<file path="src/ntpf_pkg.sv">
package ntpf_pkg;

  localparam int VALUE_BITS     = 16;
  localparam int OUT_BITS       = VALUE_BITS + 1;
  // trial divisors stay near sqrt of the candidate
  localparam int DIV_BITS       = OUT_BITS / 2 + 2;
  localparam int SQ_BITS        = OUT_BITS + 1;
  localparam int CNT_BITS       = $clog2(OUT_BITS + 1);
  localparam int IN_TDATA_BITS  = ((VALUE_BITS + 7) / 8) * 8;
  localparam int OUT_TDATA_BITS = ((2 * OUT_BITS + 7) / 8) * 8;

  typedef struct packed {
    logic                start;
    logic [OUT_BITS-1:0] dividend;
    logic [DIV_BITS-1:0] divisor;
  } mod_req_t;

  typedef struct packed {
    logic done;
    logic rem_zero;
  } mod_stat_t;

endpackage

</file>
<file path="src/next_two_primes_finder_top.sv">
// Next-two-primes finder. Each transaction on the slave side carries a 16-bit
// unsigned start value; the block answers with one master-side transaction
// holding the smallest prime above the start value and the prime after it
// (0 and 1 both give 2 and 3; 65535 gives 65537 and 65539). Candidates are
// tested upward by trial division: even candidates other than 2 are dropped
// by the classify cycle, odd ones are divided by 3, 5, 7, ... while the
// divisor squared does not exceed the candidate. All divisions run on one
// shared bit-serial remainder unit: a start, one shift per dividend bit and
// a wait state that acts on the done flag make up each divisor tried.
// Every candidate is stepped and classified, an odd candidate adds one such
// division per divisor tried, and an odd prime adds a final square check and
// capture. An item ends by handing the pair to the output register.
// s_tready is high only while the sequencer is idle; the finished result sits
// in an output register, so the next start value is taken while the previous
// result waits for m_tready.
module next_two_primes_finder_top
  import ntpf_pkg::*;
(
  input  logic                      clk,
  input  logic                      rst,
  input  logic                      s_tvalid,
  output logic                      s_tready,
  input  logic [IN_TDATA_BITS-1:0]  s_tdata,   // [15:0] start_value
  output logic                      m_tvalid,
  input  logic                      m_tready,
  output logic [OUT_TDATA_BITS-1:0] m_tdata    // [16:0] first_prime,
                                               // [33:17] second_prime, rest 0
);

  logic                res_valid;
  logic                res_ready;
  logic [OUT_BITS-1:0] first_prime;
  logic [OUT_BITS-1:0] second_prime;
  logic [OUT_BITS-1:0] first_q;
  logic [OUT_BITS-1:0] second_q;
  mod_req_t            mod_req;
  mod_stat_t           mod_stat;

  ntpf_ctrl u_ctrl (
    .clk          (clk),
    .rst          (rst),
    .in_valid     (s_tvalid),
    .in_ready     (s_tready),
    .start_value  (s_tdata[VALUE_BITS-1:0]),
    .res_valid    (res_valid),
    .res_ready    (res_ready),
    .first_prime  (first_prime),
    .second_prime (second_prime),
    .mod_req      (mod_req),
    .mod_stat     (mod_stat)
  );

  ntpf_mod u_mod (
    .clk  (clk),
    .rst  (rst),
    .req  (mod_req),
    .stat (mod_stat)
  );

  // output register: loads when empty or being drained this cycle
  assign res_ready = !m_tvalid || m_tready;

  always_ff @(posedge clk) begin
    if (rst) begin
      m_tvalid <= 1'b0;
    end else begin
      if (res_ready) begin
        m_tvalid <= res_valid;
      end
      if (res_valid && res_ready) begin
        first_q  <= first_prime;
        second_q <= second_prime;
      end
    end
  end

  assign m_tdata = OUT_TDATA_BITS'({second_q, first_q});

endmodule

</file>
<file path="src/ntpf_mod.sv">
// Bit-serial restoring remainder: one dividend bit per cycle.
module ntpf_mod
  import ntpf_pkg::*;
(
  input  logic      clk,
  input  logic      rst,
  input  mod_req_t  req,
  output mod_stat_t stat
);

  logic [OUT_BITS-1:0] dvd;
  logic [DIV_BITS-1:0] dsr;
  logic [DIV_BITS-1:0] rem;
  logic [CNT_BITS-1:0] cnt;
  logic                busy;
  logic                done;
  logic [DIV_BITS:0]   trial;
  logic [DIV_BITS:0]   diff;

  assign trial = {rem, dvd[OUT_BITS-1]};
  assign diff  = trial - {1'b0, dsr};

  always_ff @(posedge clk) begin
    if (rst) begin
      busy <= 1'b0;
      done <= 1'b0;
      cnt  <= '0;
    end else begin
      done <= 1'b0;
      if (req.start) begin
        dvd  <= req.dividend;
        dsr  <= req.divisor;
        rem  <= '0;
        cnt  <= CNT_BITS'(OUT_BITS);
        busy <= 1'b1;
      end else if (busy) begin
        dvd <= {dvd[OUT_BITS-2:0], 1'b0};
        if (trial >= {1'b0, dsr}) begin
          rem <= diff[DIV_BITS-1:0];
        end else begin
          rem <= trial[DIV_BITS-1:0];
        end
        cnt <= cnt - 1'b1;
        if (cnt == CNT_BITS'(1)) begin
          busy <= 1'b0;
          done <= 1'b1;
        end
      end
    end
  end

  assign stat.done     = done;
  assign stat.rem_zero = (rem == '0);

endmodule

</file>
<file path="src/ntpf_ctrl.sv">
// Candidate sequencer: steps candidates upward and drives trial divisions.
module ntpf_ctrl
  import ntpf_pkg::*;
(
  input  logic                  clk,
  input  logic                  rst,
  input  logic                  in_valid,
  output logic                  in_ready,
  input  logic [VALUE_BITS-1:0] start_value,
  output logic                  res_valid,
  input  logic                  res_ready,
  output logic [OUT_BITS-1:0]   first_prime,
  output logic [OUT_BITS-1:0]   second_prime,
  output mod_req_t              mod_req,
  input  mod_stat_t             mod_stat
);

  localparam logic [2:0] ST_IDLE  = 3'd0;
  localparam logic [2:0] ST_NEXT  = 3'd1;
  localparam logic [2:0] ST_CLASS = 3'd2;
  localparam logic [2:0] ST_TRIAL = 3'd3;
  localparam logic [2:0] ST_WAIT  = 3'd4;
  localparam logic [2:0] ST_PRIME = 3'd5;
  localparam logic [2:0] ST_DONE  = 3'd6;

  logic [2:0]          state;
  logic                found;
  logic [OUT_BITS-1:0] cand;
  logic [DIV_BITS-1:0] dsr;
  logic [SQ_BITS-1:0]  sq;
  logic                sq_over;

  assign sq_over = (sq > {1'b0, cand});

  assign in_ready         = (state == ST_IDLE);
  assign res_valid        = (state == ST_DONE);
  assign mod_req.start    = (state == ST_TRIAL) && !sq_over;
  assign mod_req.dividend = cand;
  assign mod_req.divisor  = dsr;

  always_ff @(posedge clk) begin
    if (rst) begin
      state <= ST_IDLE;
      found <= 1'b0;
    end else begin
      unique case (state)
        ST_IDLE: begin
          if (in_valid) begin
            cand  <= {1'b0, start_value};
            found <= 1'b0;
            state <= ST_NEXT;
          end
        end
        ST_NEXT: begin
          cand  <= cand + 1'b1;
          state <= ST_CLASS;
        end
        ST_CLASS: begin
          // below two, or even and not two: rejected at once
          if (cand < OUT_BITS'(2)) begin
            state <= ST_NEXT;
          end else if (!cand[0]) begin
            state <= (cand == OUT_BITS'(2)) ? ST_PRIME : ST_NEXT;
          end else begin
            dsr   <= DIV_BITS'(3);
            sq    <= SQ_BITS'(9);
            state <= ST_TRIAL;
          end
        end
        ST_TRIAL: begin
          state <= sq_over ? ST_PRIME : ST_WAIT;
        end
        ST_WAIT: begin
          if (mod_stat.done) begin
            if (mod_stat.rem_zero) begin
              state <= ST_NEXT;
            end else begin
              // (d+2)^2 = d^2 + 4d + 4
              sq    <= sq + SQ_BITS'({dsr, 2'b00}) + SQ_BITS'(4);
              dsr   <= dsr + DIV_BITS'(2);
              state <= ST_TRIAL;
            end
          end
        end
        ST_PRIME: begin
          if (!found) begin
            first_prime <= cand;
            found       <= 1'b1;
            state       <= ST_NEXT;
          end else begin
            second_prime <= cand;
            state        <= ST_DONE;
          end
        end
        ST_DONE: begin
          if (res_ready) begin
            state <= ST_IDLE;
          end
        end
        default: begin
          state <= ST_IDLE;
        end
      endcase
    end
  end

endmodule

</file>
<file path="config.mk">
export PLATFORM = sky130hd
export DESIGN_NAME = next_two_primes_finder_top
export DESIGN_NICKNAME = d
export VERILOG_FILES = /design/src/ntpf_pkg.sv /design/src/next_two_primes_finder_top.sv /design/src/ntpf_mod.sv /design/src/ntpf_ctrl.sv
export SDC_FILE = /design/constraint.sdc
export NUM_CORES = 1
export LEC_CHECK = 0
export BUFFER_PORTS_ARGS = -buffer_cell sky130_fd_sc_hd__clkbuf_2
export CORE_MARGIN = 3
export CORE_UTILIZATION = 55
export CTS_CLUSTER_DIAMETER = 100
export DETAILED_ROUTE_END_ITERATION = 8
export PLACE_DENSITY = 0.73
export SYNTH_ARGS = -nofsm -noshare
export SYNTH_HDL_FRONTEND = slang
export SYNTH_SLANG_ARGS = --single-unit
</file>
<file path="constraint.sdc">
create_clock -name clk -period 5.6 [get_ports clk]
set_input_delay 0.28 -clock clk [delete_from_list [all_inputs] [get_ports clk]]
set_output_delay 0.28 -clock clk [all_outputs]
set_load 0.01 [all_outputs]
</file>
Word-level counts from Yosys, hierarchy flattened:

Index checks and enable logic that the tools add are counted.
W data, S select, Z words.

* register bits: 162
* input bits: 20
* output and inout port bits: 42
* logic and storage cells: 99

* add/subtract/negate cells: 6
* magnitude comparators: 3
* equal/unequal tests: 14
* mux-type cells: 34
* bitwise gates (word level): 3
* reductions and logical operators: 22

Operator list (count)
* $mux W18: 4
* $mux W10: 6
* $mux W17: 3
* $pmux W18 S2: 1
* $pmux W17 S2: 1
* $mux W3: 7
* $pmux W3 S7: 1
* $pmux W10 S2: 1
* $add A18 B12 Y18: 1
* $add A18 B3 Y18 const B: 1
* $gt A18 B17 Y1: 1
* $add A17 B1 Y17 const B: 1
* $eq A17 B2 Y1 const B: 1
* $lt A17 B2 Y1 const B: 1
* $reduce_and A3 Y1: 4
* $ge A11 B10 Y1: 1
* $add A10 B2 Y10 const B: 1
* $logic_not A10 Y1: 1
* $mux W5: 2
* $sub A10 B10 Y10: 1
* $eq A3 B3 Y1 const B: 3
* $reduce_and A2 Y1: 4
* $reduce_bool A2 Y1: 4
* $eq A3 B2 Y1 const B: 2
* 16 further kinds: 29

Longest topological paths before layout:

* depth after elaboration: 5
* depth in mapped cells: 9
* depth with buffers taken out: 9

Modules after synthesis:

Synthesis repeated with hierarchy kept, for this count alone.

* cells, all modules: 653
* area, all modules: 7990.2 µm²

By module, submodules not included
* ntpf_ctrl: instances 1, cells each 393, area an instance 4408.0 µm², seq. area each 2332.2 µm²
* ntpf_mod: instances 1, cells each 214, area an instance 2457.4 µm², seq. area each 1251.2 µm²
* next_two_primes_finder_top: instances 1, cells each 46, area an instance 1124.8 µm², seq. area each 1041.0 µm²

Worst setup path after synthesis:

Ideal clock, no wire load.

* path kind: flip-flop to flip-flop
* start: register u_ctrl.state[2]
* end: register first_q[0] (enable)
* library setup time: 0.475 ns
* arrival time: 3.541 ns
* required time: 5.125 ns
* setup slack: 1.585 ns
* cell stages (with the launch flop): 5
* path buffers: 1
* period minus slack after synthesis: 4.015 ns
* cell sequence: dfxtp_1 clkbuf_1 nand2_1 or2_2 nor3b_1

* longest elaborated chain between the ends: 3

Ends and longest elaborated chain
* start: declaration: line ntpf_ctrl.sv:26 `logic [2:0] state;`
* start signal: assignment: line ntpf_ctrl.sv:63 `state <= (cand == OUT_BITS'(2)) ? ST_PRIME : ST_NEXT;`
* start signal: assignment: line ntpf_ctrl.sv:71 `state <= sq_over ? ST_PRIME : ST_WAIT;`
* $eq A3 B3 Y1: line ntpf_ctrl.sv:36 `assign res_valid = (state == ST_DONE);`
* $logic_and A1 B1 Y1: line next_two_primes_finder_top.sv:70 `if (res_valid && res_ready) begin`
* $reduce_and A2 Y1 (no line)
* end signal: assignment: line next_two_primes_finder_top.sv:71 `first_q <= first_prime;`
* end: declaration: line next_two_primes_finder_top.sv:34 `logic [OUT_BITS-1:0] first_q;`

Every way passes these cells.
A chain may end at the register's enable or synchronous reset.

Worst setup path in the final report:

* start: register u_ctrl.cand[15]
* end: register u_mod.dvd[12] (enable)

* longest elaborated chain between the ends: 5

Ends and longest elaborated chain
* start: declaration: line ntpf_ctrl.sv:28 `logic [OUT_BITS-1:0] cand;`
* start signal: assignment: line ntpf_ctrl.sv:49 `cand <= {1'b0, start_value};`
* start signal: assignment: line ntpf_ctrl.sv:55 `cand <= cand + 1'b1;`
* $gt A18 B17 Y1: line ntpf_ctrl.sv:33 `assign sq_over = (sq > {1'b0, cand});`
* $logic_not A1 Y1: line ntpf_ctrl.sv:37 `assign mod_req.start = (state == ST_TRIAL) && !sq_over;`
* $logic_and A1 B1 Y1: line ntpf_ctrl.sv:37
* $reduce_bool A2 Y1 (no line)
* $reduce_and A2 Y1 (no line)
* end signal: assignment: line ntpf_mod.sv:31 `dvd <= req.dividend;`
* end signal: assignment: line ntpf_mod.sv:37 `dvd <= {dvd[OUT_BITS-2:0], 1'b0};`
* end: declaration: line ntpf_mod.sv:11 `logic [OUT_BITS-1:0] dvd;`

Every way passes these cells.

==> qor.yml <==
status: "finished, final reports clean"
max_freq_mhz: 283.5
drc_errors: 0
fin_ws_ns: 2.073
cts_tree: "done"
synth_edf_count: 145
finalSetupTns_ns: 0
hold_path_class: "primary input to register"
finalHoldViolations: 0
port_buffers: 55
relSlewSlack_pct: 22.32
ys_seq_area_share_pct: 59.90
drv_cap: 0
reg2reg_depth: 9
final_cell_mix: "145 x edfxtp_1, 55 x clkbuf_2, 48 x ha_1"
grt_pass1_wl_um: 24630
h-tree-depth: 4
r2r_setup_slack_ns: 2.07
synthMuxAreaShare_pct: 1.256
overflow: 0
report.final.setup_viol: 0
worstPathRequired_ns: 5.71
p_leak_nw: 3.272
dieArea_um2: 15400
grt_start_max_net_pins: 35
post_synth_and_or_nand_nor_area_fraction_pct: 11.62
avgSynthCellArea_um2: 12.23
min_from: "s_tdata[10]"
timing.clock.skew_ns: 0.009792
clock_latency_ns: 0.43
wl_um: 15480
worstSetupPathType: "register to register"
post_dp_cell_area_um2: 8120
ir_drop_mv: 0.2061
synth_top_family_by_area: "simple AND/OR/NAND/NOR gates"
crit_arrival_ns: 3.64
rr_endpoint: "u_mod.dvd[12]"
path_clk_slew_ns: 0.06
final_common_cell: "edfxtp_1"
die-height_um: 124.1
holdPathStages: 3
drt_iter0_drc: 383
hold_end: "u_ctrl.cand[10]"
coreArea_um2: 13450
via_per_inst: 5.826
async_flop_share_pct: 0
drtAntennaViolNets: 0
design_area_um2: 8680
synth_xor_area_share_pct: 4.910
io_pins: 62
hold_buffers: 0
clk_path_buf_depth: 2
clkSinkCount: 157
ys_warn_count: 0
cts-buffers-inserted: 17
synth_fa_ha_area_share_pct: 8.352
synthFlopType: "edfxtp_1"
vias: 5104
crit_fanout: 21
place.gp.congestion: 0.8387
first_pass_iters: 5
start_util_pct: 57.01
synth_compound_area_share_pct: 10.33
diodes: 0
die_w_um: 124.1
area_growth_pct: 13.16
antenna_found_initial: 0
crit_path_end_kind: "register"
syn_area_um2: 7670
finalCritPeriodShare_pct: 62.98
grt_setup_unrepaired: "false"
std_cell_rows: 42
grt_pass1_vias: 5074
post-place-ws_ns: 2.065
worstMarginPinSlew_ns: 1.163
cp-start-kind: "register"
wl_per_cell_um: 17.67
nets: 757
synthCells: 627
r2r_start: "u_ctrl.cand[15]"
ys_types: 63
cts_setup_buffers: 0
post_cts_resized: 0
drive_gt1_share_pct: 15.29
maxSlewViolCount: 0
hpwl_um: 11170
ys_ff_latch: 157
fin_crit_ns: 3.527
grtUsageTotal_pct: 21.14
power.density_nw_per_um2: 297.0
cts-root-buf: "clkbuf_16"
## synth_stat cells (all sizes together) (3+ instances only)
cell type  count  share of area, %
edfxtp       145                57
o21ai         58               3.8
ha            48               7.8
nor2          47               2.3
nand2         45               2.2
inv           38               1.9
xnor2         31               3.5
a21oi         28               1.9
nand3         14              0.91
nor3          14              0.91
clkbuf        13              0.64
dfxtp         12               3.1
xor2          12               1.4
buf           11               1.1
and3          10              0.82
a21o           9              0.88
nand2b         9              0.73
nor4           9              0.73
mux2i          7              0.91
nand4          6              0.49
a2111oi        4              0.49
a311oi         4              0.69
or2            4              0.36
a211oi         3              0.36
nand4b         3              0.34
nor3b          3              0.29
nor4b          3              0.34
o211ai         3              0.29
o21a           3              0.29
## critical path: stages, from the launching register on
cell and delay, ns:
edfxtp_1 0.46, inv_1 0.16, ha_1 0.26, a21o_1 0.18, a211o_1 0.31, a211oi_2 0.29
a311oi_4 0.26, or2_4 0.40, a21oi_2 0.55, buf_4 0.36
## cell families (layout without fill, tap and decap cells)
group / after synthesis / after routing
buf+inv: 62 / 130
compound gates: 127 / 127
fa+ha+maj: 50 / 50
xor+xnor: 43 / 43
mux: 9 / 9
simple gates: 178 / 178
other cells: 1 / 6
flops: 157 / 157
## sequential cells by signal (all words and copies together) (netlist names)
| signal | cells |
|---|---|
| u_ctrl.state | 3 |
| u_mod.dvd | 17 |
| u_mod.cnt | 5 |
| second_q | 17 |
| u_mod.dsr | 9 |
| first_q | 17 |
| u_ctrl.sq | 15 |
| u_mod.rem | 10 |
| u_ctrl.found | 1 |
| u_ctrl.second_prime | 17 |
| m_tvalid | 1 |
| u_ctrl.cand | 17 |
| u_ctrl.first_prime | 17 |
| u_mod.done | 1 |
| u_ctrl.dsr | 9 |
| u_mod.busy | 1 |
## cell type report
type                       count  area [µm²]
clock buffer                  20       446.7
clock inverter                12       112.6
fill                         994        4773
inverter                      38       142.6
multi-input combinational    413        2850
sequential                   157        4594
tap                          176       220.2
timing repair buffer          60       312.8
## stage by stage
| stage | power (mW) | utilization [%] | cells | hold WS, ns |
|---|---|---|---|---|
| after global routing | 2.667 | 64.52 | 876 | 0.1359 |
| after CTS | 2.590 | 64.52 | 876 | 0.1232 |
| final | 2.578 | 64.52 | 876 | 0.1332 |
| after global placement | 1.501 | 60.36 | 844 | 0.4005 |
| after floorplan | 1.461 | - | 632 | 0.4003 |
| after detailed placement | 1.510 | 60.36 | 844 | 0.4045 |
## worst max-delay path by stage
stage | startpoint | to | slack [ns]
3_3_place_gp | u_ctrl.cand[15] | u_mod.dvd[14] | 2.22
3_5_place_dp | u_ctrl.cand[15] | u_mod.dvd[12] | 2.07
6_report | u_ctrl.cand[15] | u_mod.dvd[12] | 2.07
5_1_grt | u_ctrl.cand[15] | u_mod.dvd[12] | 1.87
2_1_floorplan | u_ctrl.state[2] | first_q[0] | 1.58
4_1_cts | u_ctrl.cand[15] | u_mod.dvd[12] | 2.05
## routing by layer
| metal | track usage [%] | up-vias | wire (µm) |
|---|---|---|---|
| met1 | 26.28 | 2440 | 6255 |
| met2 | 35.44 | 201 | 7829 |
| met3 | 5.586 | 33 | 1033 |
| met4 | 8.145 | 0 | 361 |
| li1 | - | 2430 | - |
| met5 | 0 | - | 0 |
## power breakdown
| part | leakage [nW] | internal (mW) | switching, mW |
|---|---|---|---|
| clock network | 0.271 | 0.626 | 0.463 |
| registers | 1.43 | 1.30 | 0.0332 |
| logic | 1.58 | 0.0566 | 0.0975 |
| total | 3.27 | 1.98 | 0.593 |
Power figures use the tool's default switching activity.
